$ cat config.mk
export PLATFORM = sky130hd
export DESIGN_NAME = double_ended_queue
export DESIGN_NICKNAME = d
export VERILOG_FILES = /design/src/rtl/dq_pkg.sv /design/src/rtl/dq_ram.sv /design/src/rtl/dq_ctrl.sv /design/src/rtl/double_ended_queue.sv
export SDC_FILE = /design/constraint.sdc
export NUM_CORES = 1
export LEC_CHECK = 0
export BUFFER_PORTS_ARGS = -buffer_cell sky130_fd_sc_hd__buf_2
export CELL_PAD_IN_SITES_DETAIL_PLACEMENT = 0
export CELL_PAD_IN_SITES_GLOBAL_PLACEMENT = 1
export CORE_ASPECT_RATIO = 2
export CORE_MARGIN = 2
export CORE_UTILIZATION = 50
export CTS_CLUSTER_DIAMETER = 40
export DETAILED_ROUTE_END_ITERATION = 6
export PLACE_DENSITY_LB_ADDON = 0.1
export SLEW_MARGIN = 30
export SYNTH_ARGS = -nofsm -noshare
export SYNTH_HDL_FRONTEND = slang
export SYNTH_SLANG_ARGS = --single-unit
$ cat constraint.sdc
create_clock -name clk -period 5.6 [get_ports clk]
set_input_delay 0.28 -clock clk [delete_from_list [all_inputs] [get_ports clk]]
set_output_delay 0.28 -clock clk [all_outputs]
set_load 0.1 [all_outputs]
$ cat src/rtl/dq_pkg.sv
package dq_pkg;

  localparam int DEPTH      = 16;
  localparam int DATA_WIDTH = 32;
  localparam int REQ_W      = 3;
  localparam int ITEM_W     = 32;
  localparam int OUT_DATA_W = 32;
  localparam int STATUS_W   = 2;

  typedef enum logic [REQ_W-1:0] {
    REQ_PUSH_FRONT = 3'd0,
    REQ_PUSH_BACK  = 3'd1,
    REQ_POP_FRONT  = 3'd2,
    REQ_POP_BACK   = 3'd3,
    REQ_PEEK_FRONT = 3'd4,
    REQ_PEEK_BACK  = 3'd5
  } req_t;

  typedef enum logic [STATUS_W-1:0] {
    STAT_OK    = 2'd0,
    STAT_EMPTY = 2'd1,
    STAT_FULL  = 2'd2
  } status_t;

  typedef enum logic {
    ST_IDLE,
    ST_READ
  } state_t;

endpackage

$ cat src/rtl/dq_ram.sv
module dq_ram #(
  parameter int WIDTH = 32,
  parameter int DEPTH = 16,
  localparam int AddrW = $clog2(DEPTH)
) (
  input  logic             clk,
  input  logic             wr_en,
  input  logic [AddrW-1:0] wr_addr,
  input  logic [WIDTH-1:0] wr_data,
  input  logic             rd_en,
  input  logic [AddrW-1:0] rd_addr,
  output logic [WIDTH-1:0] rd_data
);

  logic [WIDTH-1:0] mem [DEPTH];

  always_ff @(posedge clk) begin
    if (wr_en) begin
      mem[wr_addr] <= wr_data;
    end
    if (rd_en) begin
      rd_data <= mem[rd_addr];
    end
  end

endmodule

$ cat src/rtl/dq_ctrl.sv
module dq_ctrl #(
  parameter int DEPTH      = dq_pkg::DEPTH,
  parameter int DATA_WIDTH = dq_pkg::DATA_WIDTH,
  localparam int IdxW = $clog2(DEPTH),
  localparam int CntW = $clog2(DEPTH + 1)
) (
  input  logic                            clk,
  input  logic                            rst,
  input  logic                            in_valid,
  output logic                            in_ready,
  input  logic [dq_pkg::REQ_W-1:0]        req_type,
  input  logic [dq_pkg::ITEM_W-1:0]       item_data,
  output logic                            out_valid,
  input  logic                            out_ready,
  output logic [dq_pkg::OUT_DATA_W-1:0]   out_data,
  output logic [CntW-1:0]                 occupancy,
  output dq_pkg::status_t                 status,
  output logic                            wr_en,
  output logic [IdxW-1:0]                 wr_addr,
  output logic [DATA_WIDTH-1:0]           wr_data,
  output logic                            rd_en,
  output logic [IdxW-1:0]                 rd_addr,
  input  logic [DATA_WIDTH-1:0]           rd_data
);

  localparam int SumW = CntW + 1;

  dq_pkg::state_t               state, state_next;
  logic [IdxW-1:0]              front, front_next;
  logic [CntW-1:0]              count, count_next;
  logic [CntW-1:0]              pend_occ, pend_occ_next;
  logic                         out_valid_next;
  logic [dq_pkg::OUT_DATA_W-1:0] out_data_next;
  logic [CntW-1:0]              occupancy_next;
  dq_pkg::status_t              status_next;

  logic            accept;
  logic            full;
  logic            empty;
  logic [IdxW-1:0] front_dec;
  logic [IdxW-1:0] front_inc;
  logic [SumW-1:0] tail_sum;
  logic [SumW-1:0] back_sum;
  logic [IdxW-1:0] tail_slot;
  logic [IdxW-1:0] back_slot;
  logic [63:0]     item_wide;
  logic [63:0]     rd_wide;

  assign in_ready  = (state == dq_pkg::ST_IDLE) && (!out_valid || out_ready);
  assign accept    = in_valid && in_ready;
  assign full      = (count == CntW'(DEPTH));
  assign empty     = (count == '0);
  assign item_wide = 64'(item_data);
  assign rd_wide   = 64'(rd_data);
  assign wr_data   = item_wide[DATA_WIDTH-1:0];

  assign front_dec = (front == '0) ? IdxW'(DEPTH - 1) : front - IdxW'(1);
  assign front_inc = (front == IdxW'(DEPTH - 1)) ? '0 : front + IdxW'(1);

  assign tail_sum  = SumW'(front) + SumW'(count);
  assign back_sum  = tail_sum - SumW'(1);
  assign tail_slot = (tail_sum >= SumW'(DEPTH)) ? IdxW'(tail_sum - SumW'(DEPTH))
                                                : IdxW'(tail_sum);
  assign back_slot = (back_sum >= SumW'(DEPTH)) ? IdxW'(back_sum - SumW'(DEPTH))
                                                : IdxW'(back_sum);

  always_comb begin
    state_next     = state;
    front_next     = front;
    count_next     = count;
    pend_occ_next  = pend_occ;
    out_valid_next = out_valid && !out_ready;
    out_data_next  = out_data;
    occupancy_next = occupancy;
    status_next    = status;
    wr_en          = 1'b0;
    wr_addr        = tail_slot;
    rd_en          = 1'b0;
    rd_addr        = front;

    case (state)
      dq_pkg::ST_IDLE: begin
        if (accept) begin
          out_data_next  = '0;
          occupancy_next = count;
          status_next    = dq_pkg::STAT_OK;
          if (req_type inside {dq_pkg::REQ_PUSH_FRONT, dq_pkg::REQ_PUSH_BACK}) begin
            out_valid_next = 1'b1;
            if (full) begin
              status_next = dq_pkg::STAT_FULL;
            end else begin
              wr_en = 1'b1;
              if (req_type == dq_pkg::REQ_PUSH_FRONT) begin
                wr_addr    = front_dec;
                front_next = front_dec;
              end
              count_next     = count + CntW'(1);
              occupancy_next = count + CntW'(1);
            end
          end else if (req_type inside {[dq_pkg::REQ_POP_FRONT:dq_pkg::REQ_PEEK_BACK]}) begin
            if (empty) begin
              out_valid_next = 1'b1;
              status_next    = dq_pkg::STAT_EMPTY;
            end else begin
              rd_en      = 1'b1;
              state_next = dq_pkg::ST_READ;
              if (req_type inside {dq_pkg::REQ_POP_BACK, dq_pkg::REQ_PEEK_BACK}) begin
                rd_addr = back_slot;
              end
              pend_occ_next = count;
              if (req_type == dq_pkg::REQ_POP_FRONT) begin
                front_next    = front_inc;
                count_next    = count - CntW'(1);
                pend_occ_next = count - CntW'(1);
              end else if (req_type == dq_pkg::REQ_POP_BACK) begin
                count_next    = count - CntW'(1);
                pend_occ_next = count - CntW'(1);
              end
            end
          end else begin
            out_valid_next = 1'b1;
          end
        end
      end
      dq_pkg::ST_READ: begin
        out_valid_next = 1'b1;
        out_data_next  = rd_wide[dq_pkg::OUT_DATA_W-1:0];
        occupancy_next = pend_occ;
        status_next    = dq_pkg::STAT_OK;
        state_next     = dq_pkg::ST_IDLE;
      end
      default: begin
        state_next = dq_pkg::ST_IDLE;
      end
    endcase
  end

  always_ff @(posedge clk) begin
    if (rst) begin
      state     <= dq_pkg::ST_IDLE;
      front     <= '0;
      count     <= '0;
      out_valid <= 1'b0;
    end else begin
      state     <= state_next;
      front     <= front_next;
      count     <= count_next;
      out_valid <= out_valid_next;
    end
  end

  always_ff @(posedge clk) begin
    pend_occ  <= pend_occ_next;
    out_data  <= out_data_next;
    occupancy <= occupancy_next;
    status    <= status_next;
  end

endmodule

$ cat src/rtl/double_ended_queue.sv
// Channel   Direction  Carries
// s_axis    in         tuser: req_type; tdata: item_data
// m_axis    out        tdata: out_data, occupancy; tuser: status
//
// For pushes and failed requests the result is registered in the cycle after acceptance.
// Successful pops and peeks go through the registered read of the ring memory and the read state first.
// One request is in flight at a time; a new one is taken once the result register is free.
// Reset clears the front index, the count and the result valid flag; the ring is not cleared.
// A stalled result holds the input off until it is taken.
module double_ended_queue #(
  parameter int DEPTH      = dq_pkg::DEPTH,
  parameter int DATA_WIDTH = dq_pkg::DATA_WIDTH,
  localparam int IdxW   = $clog2(DEPTH),
  localparam int CntW   = $clog2(DEPTH + 1),
  localparam int TdataW = ((dq_pkg::OUT_DATA_W + CntW + 7) / 8) * 8
) (
  input  logic                          clk,
  input  logic                          rst,
  input  logic                          s_tvalid,
  output logic                          s_tready,
  input  logic [dq_pkg::ITEM_W-1:0]     s_tdata,   // item_data
  input  logic [dq_pkg::REQ_W-1:0]      s_tuser,   // req_type
  output logic                          m_tvalid,
  input  logic                          m_tready,
  output logic [TdataW-1:0]             m_tdata,   // out_data, occupancy, zero fill
  output logic [dq_pkg::STATUS_W-1:0]   m_tuser    // status
);

  logic [dq_pkg::OUT_DATA_W-1:0] out_data;
  logic [CntW-1:0]               occupancy;
  dq_pkg::status_t               status;
  logic                          wr_en;
  logic [IdxW-1:0]               wr_addr;
  logic [DATA_WIDTH-1:0]         wr_data;
  logic                          rd_en;
  logic [IdxW-1:0]               rd_addr;
  logic [DATA_WIDTH-1:0]         rd_data;

  dq_ctrl #(
    .DEPTH      (DEPTH),
    .DATA_WIDTH (DATA_WIDTH)
  ) u_ctrl (
    .clk       (clk),
    .rst       (rst),
    .in_valid  (s_tvalid),
    .in_ready  (s_tready),
    .req_type  (s_tuser),
    .item_data (s_tdata),
    .out_valid (m_tvalid),
    .out_ready (m_tready),
    .out_data  (out_data),
    .occupancy (occupancy),
    .status    (status),
    .wr_en     (wr_en),
    .wr_addr   (wr_addr),
    .wr_data   (wr_data),
    .rd_en     (rd_en),
    .rd_addr   (rd_addr),
    .rd_data   (rd_data)
  );

  dq_ram #(
    .WIDTH (DATA_WIDTH),
    .DEPTH (DEPTH)
  ) u_ring (
    .clk     (clk),
    .wr_en   (wr_en),
    .wr_addr (wr_addr),
    .wr_data (wr_data),
    .rd_en   (rd_en),
    .rd_addr (rd_addr),
    .rd_data (rd_data)
  );

  assign m_tdata = TdataW'({occupancy, out_data});
  assign m_tuser = status;

endmodule
==> results by group, run 1 <==
Global route
  • GRT overflow: 0
  • First-pass GRT wire length: 103000 um
  • GRT Util Overall: 26.3%
  • Initial antenna violation count: 2
  • Largest net degree at the start of global routing: 129
  • Number of global-route vias before repair: 16200

Clock network
  • Post-CTS setup buffer count: 0
  • Cts bufs inserted: 54
  • Register clock-pin slew on the reported worst setup and hold paths: 0.06 ns
  • Post-CTS Resized: 0
  • H-tree depth: 2
  • Max clock buf depth: 3
  • CTS Hold Buffers Added: 1
  • Clock tree from TritonCTS: built
  • CTS Root Cell: clkbuf_16
  • Latest clock arrival within the worst-skew pair: 0.61 ns
  • CTS sink cnt: 599

Timing
  • Setup slack after layout: 1.59 ns
  • Worst slew pin tran: 1.03 ns
  • Fmax: 0.250 GHz
  • Unrepaired setup endpoints after global routing: no
  • Final Critical Period: 4.01 ns
  • Layout Skew: 0.0281 ns
  • Setup TNS: 0 ns
  • Final Slew Violations: 0
  • Hold Fails Final Rpt: 0
  • Worst slew margin: 31.6%
  • Finish-stage setup viols: 0
  • Final period util: 71.5%

Power and ir drop
  • P per Cell Area: 353 mW/mm^2
  • Leakage: 9.39 nW
  • Worst VDD drop: 305 uV

Floorplan
  • Initial Utilization: 50.4%
  • Die area: 0.0521 sq mm
  • Ports: 83
  • Die Y: 321 um
  • Core Footprint: 0.0498 sq mm
  • Die width: 162 um
  • Rows: 116

Final layout
  • Post-layout util: 57.0%
  • Final instance area: 0.0284 sq mm
  • Layout cells sized above 1: 15.3%
  • Fillers: 3985
  • Nets: 1807
  • Most frequent cells in the layout: edfxtp_1, a32oi_1, o21ai_0
  • Area growth from synthesis to layout: 13.2%
  • Most common cell after layout, fill and taps aside: edfxtp_1

Yosys
  • Unique masters post-synth: 43
  • Syn Std Cell Area: 0.0251 sq mm
  • Sequential cell area fraction in the yosys report: 71.2%
  • Synth Area per Inst: 14.6 sq um
  • Cells after synthesis: 1722
  • FF+latch count, synth: 599
  • Yosys Warn Count: 0

Worst setup path
  • CP max FO: 54
  • Cells on worst reg2reg path: 11
  • Worst Setup Start Kind: flip-flop
  • Reg-to-Reg Start: u_ctrl.count[0]
  • R2R Setup Slk: 1.59 ns
  • Max stage delay on crit path: 0.72 ns
  • Worst setup path class: flip-flop to flip-flop
  • Setup crit end kind: flip-flop
  • Critical path, cell by cell: inv_1, ha_1, nor4b_4, nor4b_4, buf_4, a21o_4, buf_4, a32oi_1, a32oi_1, mux2i_1, mux2i_1
  • Crit path launch: u_ctrl.count[0]
  • WP data required: 6.00 ns
  • FF-to-FF End: u_ring.rd_data[1]
  • CP arrival: 4.41 ns
  • CP max-delay cell: nor4b_4

Place
  • Area after DPL: 0.0265 sq mm
  • Pre-CTS WS: 1.59 ns
  • IO Port Bufs: 79
  • GP Congestion: 0.791
  • DPL Wire Length: 36400 um

Routing
  • Vias/cell: 6.56
  • DRT Pass-1 Iters: 6
  • Routed via count: 16100
  • Remaining DRCs: 0
  • Post-Route WL: 68600 um
  • Post-detailed-route count of antenna-violating nets: 0
  • Drt initial violations: 1542
  • Drt wl/cell: 28.0 um

Hold path
  • Hold path depth: 2
  • Hold Path End: u_ctrl.count[0]
  • Worst min path class: input pin to flip-flop
  • Hold Startpoint: rst

Run
  • Max-cap violation count: 0

Status
  • Status: complete, no violations
[worst max-delay path, delay by kind of cell (launching register included)]
kind	cells	cell delay [ns]
AO/OA/AOI/OAI	3	0.97
adder cells (fa/ha/maj)	1	0.23
buffers and inverters	3	0.91
flip-flops	1	0.47
multiplexers	2	0.32
AND/OR/NAND/NOR	2	0.88
[cell families (layout without fill, tap and decap cells)]
logic type      count (synthesis)  after routing  share of synthesized area [%]
other cells                     1              4                         0.0149
compound gates                553            553                           15.0
mux                           101            101                           4.03
fa+ha+maj                      11             11                          0.568
flops                         599            599                           71.2
xor+xnor                       18             18                          0.658
buf+inv                       187            266                           3.24
simple gates                  252            252                           5.24
[how the worst max path moves through the flow]
stage | endpoint | slack, ns | cells past startpoint
floorplan | u_ring.rd_data[0] | 0.74 | 4
global placement | u_ring.rd_data[18] | 1.58 | 10
detailed placement | u_ring.rd_data[18] | 1.59 | 10
CTS | u_ring.rd_data[18] | 1.57 | 10
global route | u_ring.rd_data[1] | 1.32 | 11
finish | u_ring.rd_data[1] | 1.59 | 11
[final cells by class]
class	instances	area, sq um	share of cell area (%)
Timing Repair Buffer	157	1170	4.11
Clock inverter	43	508	1.79
Antenna cell	1	2.50	0.00881
Multi-Input combinational cell	938	6610	23.3
Sequential cell	599	17900	63.0
Tap cell	649	812	2.86
Inverter	8	30.0	0.106
Clock buffer	58	1390	4.89
[where the power goes]
group | total [mW] | internal, mW | switching [mW]
logic | 1.02 | 0.284 | 0.734
clock network | 3.96 | 2.27 | 1.68
registers | 5.04 | 5.01 | 0.0280
total | 10.0 | 7.56 | 2.45
[metrics by stage]
stage / hold slack (ns) / total power, mW / cells
2_1_floorplan: 0.379 / 5.83 / 1724
3_3_place_gp: 0.507 / 6.14 / 2347
3_5_place_dp: 0.520 / 6.15 / 2349
4_1_cts: 0.00801 / 10.1 / 2451
5_1_grt: 0.0290 / 10.3 / 2453
6_report: 0.0366 / 10.0 / 2453
[metal layers]
layer / global-route usage (%) / wire [um] / vias up
li1: - / - / 7054
met1: 33.6 / 27100 / 8329
met2: 46.6 / 36200 / 581
met3: 2.64 / 3220 / 128
met4: 9.64 / 2090 / 0
met5: 0 / 0 / -
[flip-flops by register name (all words and copies together) (netlist names)]
register / count
u_ring.mem: 512
u_ctrl.out_data: 32
u_ring.rd_data: 32
u_ctrl.count: 5
u_ctrl.occupancy: 5
u_ctrl.pend_occ: 5
u_ctrl.front: 4
u_ctrl.status: 2
u_ctrl.out_valid: 1
u_ctrl.state: 1
[synthesized netlist by cell type]
library cell / number / area, sq um
edfxtp_1: 588 / 17700
a32oi_1: 256 / 2240
o21ai_0: 253 / 1270
nand3_1: 132 / 661
clkbuf_1: 105 / 394
mux2i_1: 101 / 1010
buf_2: 64 / 320
and2_1: 34 / 213
nor2_1: 34 / 128
nand2_1: 22 / 82.6
o21ai_1: 19 / 95.1
a21oi_1: 12 / 60.1
dfxtp_1: 11 / 220
xnor2_1: 10 / 87.6
ha_1: 9 / 113
buf_4: 8 / 60.1
inv_1: 8 / 30.0
xor2_1: 7 / 61.3
nand2b_1: 6 / 37.5
nor3_1: 5 / 25.0
a211oi_1: 4 / 30.0
nor3b_1: 4 / 30.0
a21o_1: 3 / 22.5
nor2b_1: 3 / 18.8
or2_2: 3 / 18.8
buf_1: 2 / 7.51
nor4_1: 2 / 12.5
nor4b_4: 2 / 47.6
a21boi_0: 1 / 7.51
a21oi_2: 1 / 8.76
a31oi_1: 1 / 6.26
a41oi_1: 1 / 8.76
and3_1: 1 / 6.26
conb_1: 1 / 3.75
fa_1: 1 / 20.0
maj3_1: 1 / 10.0
nand3b_1: 1 / 7.51
nand4_1: 1 / 6.26
nand4bb_1: 1 / 11.3
nor4b_1: 1 / 8.76
o21bai_1: 1 / 7.51
o41a_1: 1 / 11.3
xnor2_2: 1 / 16.3
No activity file was read; power rests on OpenSTA's default activity.
==> run 2: changes to the inputs <==
--- a/config.mk
+++ b/config.mk
@@ -10,7 +10,7 @@
 export CELL_PAD_IN_SITES_GLOBAL_PLACEMENT = 1
 export CORE_ASPECT_RATIO = 2
 export CORE_MARGIN = 2
-export CORE_UTILIZATION = 50
+export CORE_UTILIZATION = 47
 export CTS_CLUSTER_DIAMETER = 40
 export DETAILED_ROUTE_END_ITERATION = 6
 export PLACE_DENSITY_LB_ADDON = 0.1
==> constraint.sdc (replaced) <==
create_clock -name clk -period 3.25 [get_ports clk]
set_input_delay 0.1625 -clock clk [delete_from_list [all_inputs] [get_ports clk]]
set_output_delay 0.1625 -clock clk [all_outputs]
set_load 0.1 [all_outputs]
==> run 2 against run 1 <==
  * The run now ends with DRC left
  * Combinational power rose by 87%
  * Sequential power rose by 72%
  * Global-route usage fell by 0.84 points
  * Non-clock buffer count rose by 74
  * Maximum frequency rose by 31%
  * Setup slack got worse by 1.4 ns
  * Critical endpoint is now u_ring.rd_data[20]
  * Final cell count rose by 3.6%
  * Register-to-register slack got worse by 1.4 ns
  * First-iteration DRC count fell by 7.8%
  * Count of clock-buffer cells in the layout rose by 3
==> results by group, run 2 (synthesis gave the netlist of run 1 again) <==
Power and ir drop
  • Overall Power: 17.5 mW
  • P per Cell Area: 590 mW/mm^2
  • Clock share of power: 39.4%
  • Leakage: 9.91 nW
  • Net Sw Frac: 24.4%
  • Sw Pwr: 4.26 mW
  • Logic gate share of total power: 10.9%
  • Internal: 13.2 mW
  • Reg power frac: 49.6%
  • Worst VDD drop: 503 uV

Worst setup path
  • Reg-to-Reg Start: u_ctrl.count[0]
  • Cells on worst reg2reg path: 12
  • CP max FO: 46
  • Setup crit end kind: flip-flop
  • R2R Setup Slk: 0.19 ns
  • CP arrival: 3.51 ns
  • Worst setup path class: flip-flop to flip-flop
  • WP data required: 3.70 ns
  • FF-to-FF End: u_ring.rd_data[20]
  • Worst Setup Start Kind: flip-flop

Global route
  • Initial antenna violation count: 1
  • GRT overflow: 0
  • GRT Util Overall: 25.5%
  • First-pass GRT wire length: 105000 um
  • Number of global-route vias before repair: 16400
  • Largest net degree at the start of global routing: 71

Status
  • Status: finished, violations left
  • Failing checks: DRC

Clock network
  • CTS Root Cell: clkbuf_16
  • Clock tree from TritonCTS: built
  • CTS sink cnt: 599
  • Cts bufs inserted: 55
  • H-tree depth: 2
  • Latest clock arrival within the worst-skew pair: 0.61 ns
  • Register clock-pin slew on the reported worst setup and hold paths: 0.07 ns
  • Max clock buf depth: 3
  • Post-CTS setup buffer count: 0

Floorplan
  • Ports: 83
  • Die Y: 331 um
  • Core Footprint: 0.0527 sq mm
  • Initial Utilization: 47.6%
  • Rows: 119
  • Die area: 0.0554 sq mm
  • Die width: 167 um

Final layout
  • Nets: 1882
  • Top Registers: u_ring.mem: 512 flops, u_ctrl.out_data: 32 flops, u_ring.rd_data: 32 flops
  • Most frequent cells in the layout: edfxtp_1, a32oi_1, o21ai_0
  • Layout cells sized above 1: 16.8%
  • Cell Count, Final, Fillers Out: 2542
  • Final instance area: 0.0296 sq mm
  • Area of the multi-input gates: 0.00662 sq mm
  • Area growth from synthesis to layout: 18.0%
  • Fillers: 4300
  • Register area: 0.0179 sq mm
  • Diodes inserted: 0
  • Top reg by flops: u_ring.mem
  • Max FFs per register: 512
  • Most common cell after layout, fill and taps aside: edfxtp_1

Timing
  • Final Critical Period: 3.06 ns
  • Worst slew margin: 57.5%
  • Worst slew pin tran: 0.638 ns
  • Unrepaired setup endpoints after global routing: no
  • Finish-stage setup viols: 0
  • Fmax: 0.326 GHz
  • Setup slack after layout: 0.186 ns
  • Hold Fails Final Rpt: 0
  • Final Slew Violations: 0
  • Layout Skew: 0.0155 ns
  • Setup TNS: 0 ns
  • Final period util: 94.3%

Place
  • Area after DPL: 0.0273 sq mm
  • GP Congestion: 0.791
  • DPL Wire Length: 40200 um
  • Pre-CTS WS: 0.0911 ns
  • Dpl cells: 2406
  • IO Port Bufs: 79

Routing
  • DRT Pass-1 Iters: 7
  • Drt initial violations: 1422
  • Remaining DRCs: 10
  • Post-detailed-route count of antenna-violating nets: 0
  • Post-Route WL: 71500 um
  • Routed via count: 16300
  • Vias/cell: 6.43
  • Drt wl/cell: 28.1 um

Hold path
  • Hold path depth: 4
  • Worst min path class: input pin to flip-flop
  • Hold Path End: u_ctrl.count[1]
  • Hold Startpoint: s_tuser[2]

Run
  • Max-cap violation count: 0
==> run 2: changes by cell type in the layout (fill, tap and decap cells not counted), sizes merged <==
cell and delta:
buf +40, diode -1, clkinv -1, bufinv +1
clkbuf +3, clkinvlp -3, dlygate4sd3 +34
==> run 2: worst max-delay path: stages, from the launching register on <==
cell     delay, ns
dfxtp_2       0.41
inv_1         0.11
ha_1          0.22
nor4b_4       0.14
nor4b_4       0.40
buf_12        0.19
and3_4        0.25
buf_12        0.19
buf_12        0.22
o21ai_0       0.10
a32oi_1       0.31
mux2i_1       0.12
mux2i_1       0.19
==> run 2: cell type report <==
type | instances | area share, %
Clock inverter | 40 | 1.74
Clock buffer | 61 | 4.72
Tap cell | 665 | 2.81
Inverter | 8 | 0.101
Sequential cell | 599 | 60.4
Timing Repair Buffer | 231 | 7.89
Multi-Input combinational cell | 938 | 22.4
==> run 2: per-layer routing <==
metal	GRT usage (%)	wire length, um
met5	0	0
met4	8.62	2070
met3	2.52	3170
met2	47.7	38800
met1	30.7	27400
==> run 2: how the worst max path moves through the flow <==
stage	from	endpoint	slack, ns	cells past startpoint
6_report	u_ctrl.count[0]	u_ring.rd_data[20]	0.19	12
5_1_grt	u_ctrl.count[1]	u_ring.rd_data[19]	0.02	12
4_1_cts	u_ctrl.count[1]	u_ring.rd_data[20]	0.04	12
3_5_place_dp	u_ctrl.count[1]	u_ring.rd_data[20]	0.09	12
3_3_place_gp	u_ctrl.count[1]	u_ring.rd_data[20]	0.11	12
2_1_floorplan	u_ctrl.out_valid	u_ring.mem[10][0]	-0.30	6
==> run 2: power by group through the flow <==
stage	Sequential (mW)	Combinational, mW	Clock, mW
after floorplan	9.16	0.896	0
after global placement	8.84	1.87	0
after detailed placement	8.84	1.88	0
after CTS	8.68	1.93	7.02
after global routing	8.68	2.04	7.30
final	8.68	1.91	6.90
==> run 2: through the flow <==
stage | hold WS, ns | util (%)
floorplan | 0.261 | -
global placement | 0.456 | 51.9
detailed placement | 0.464 | 51.9
CTS | 0.00726 | 56.2
global route | 0.0292 | 56.2
finish | 0.0159 | 56.2
==> run 2: what timing repair did <==
action / 4_1_cts / 5_1_grt
endpoints found under the setup margin: 0 / 299
gates resized for setup: 0 / 2
hold buffers: 35 / 0
endpoints found under the hold margin: 523 / 0
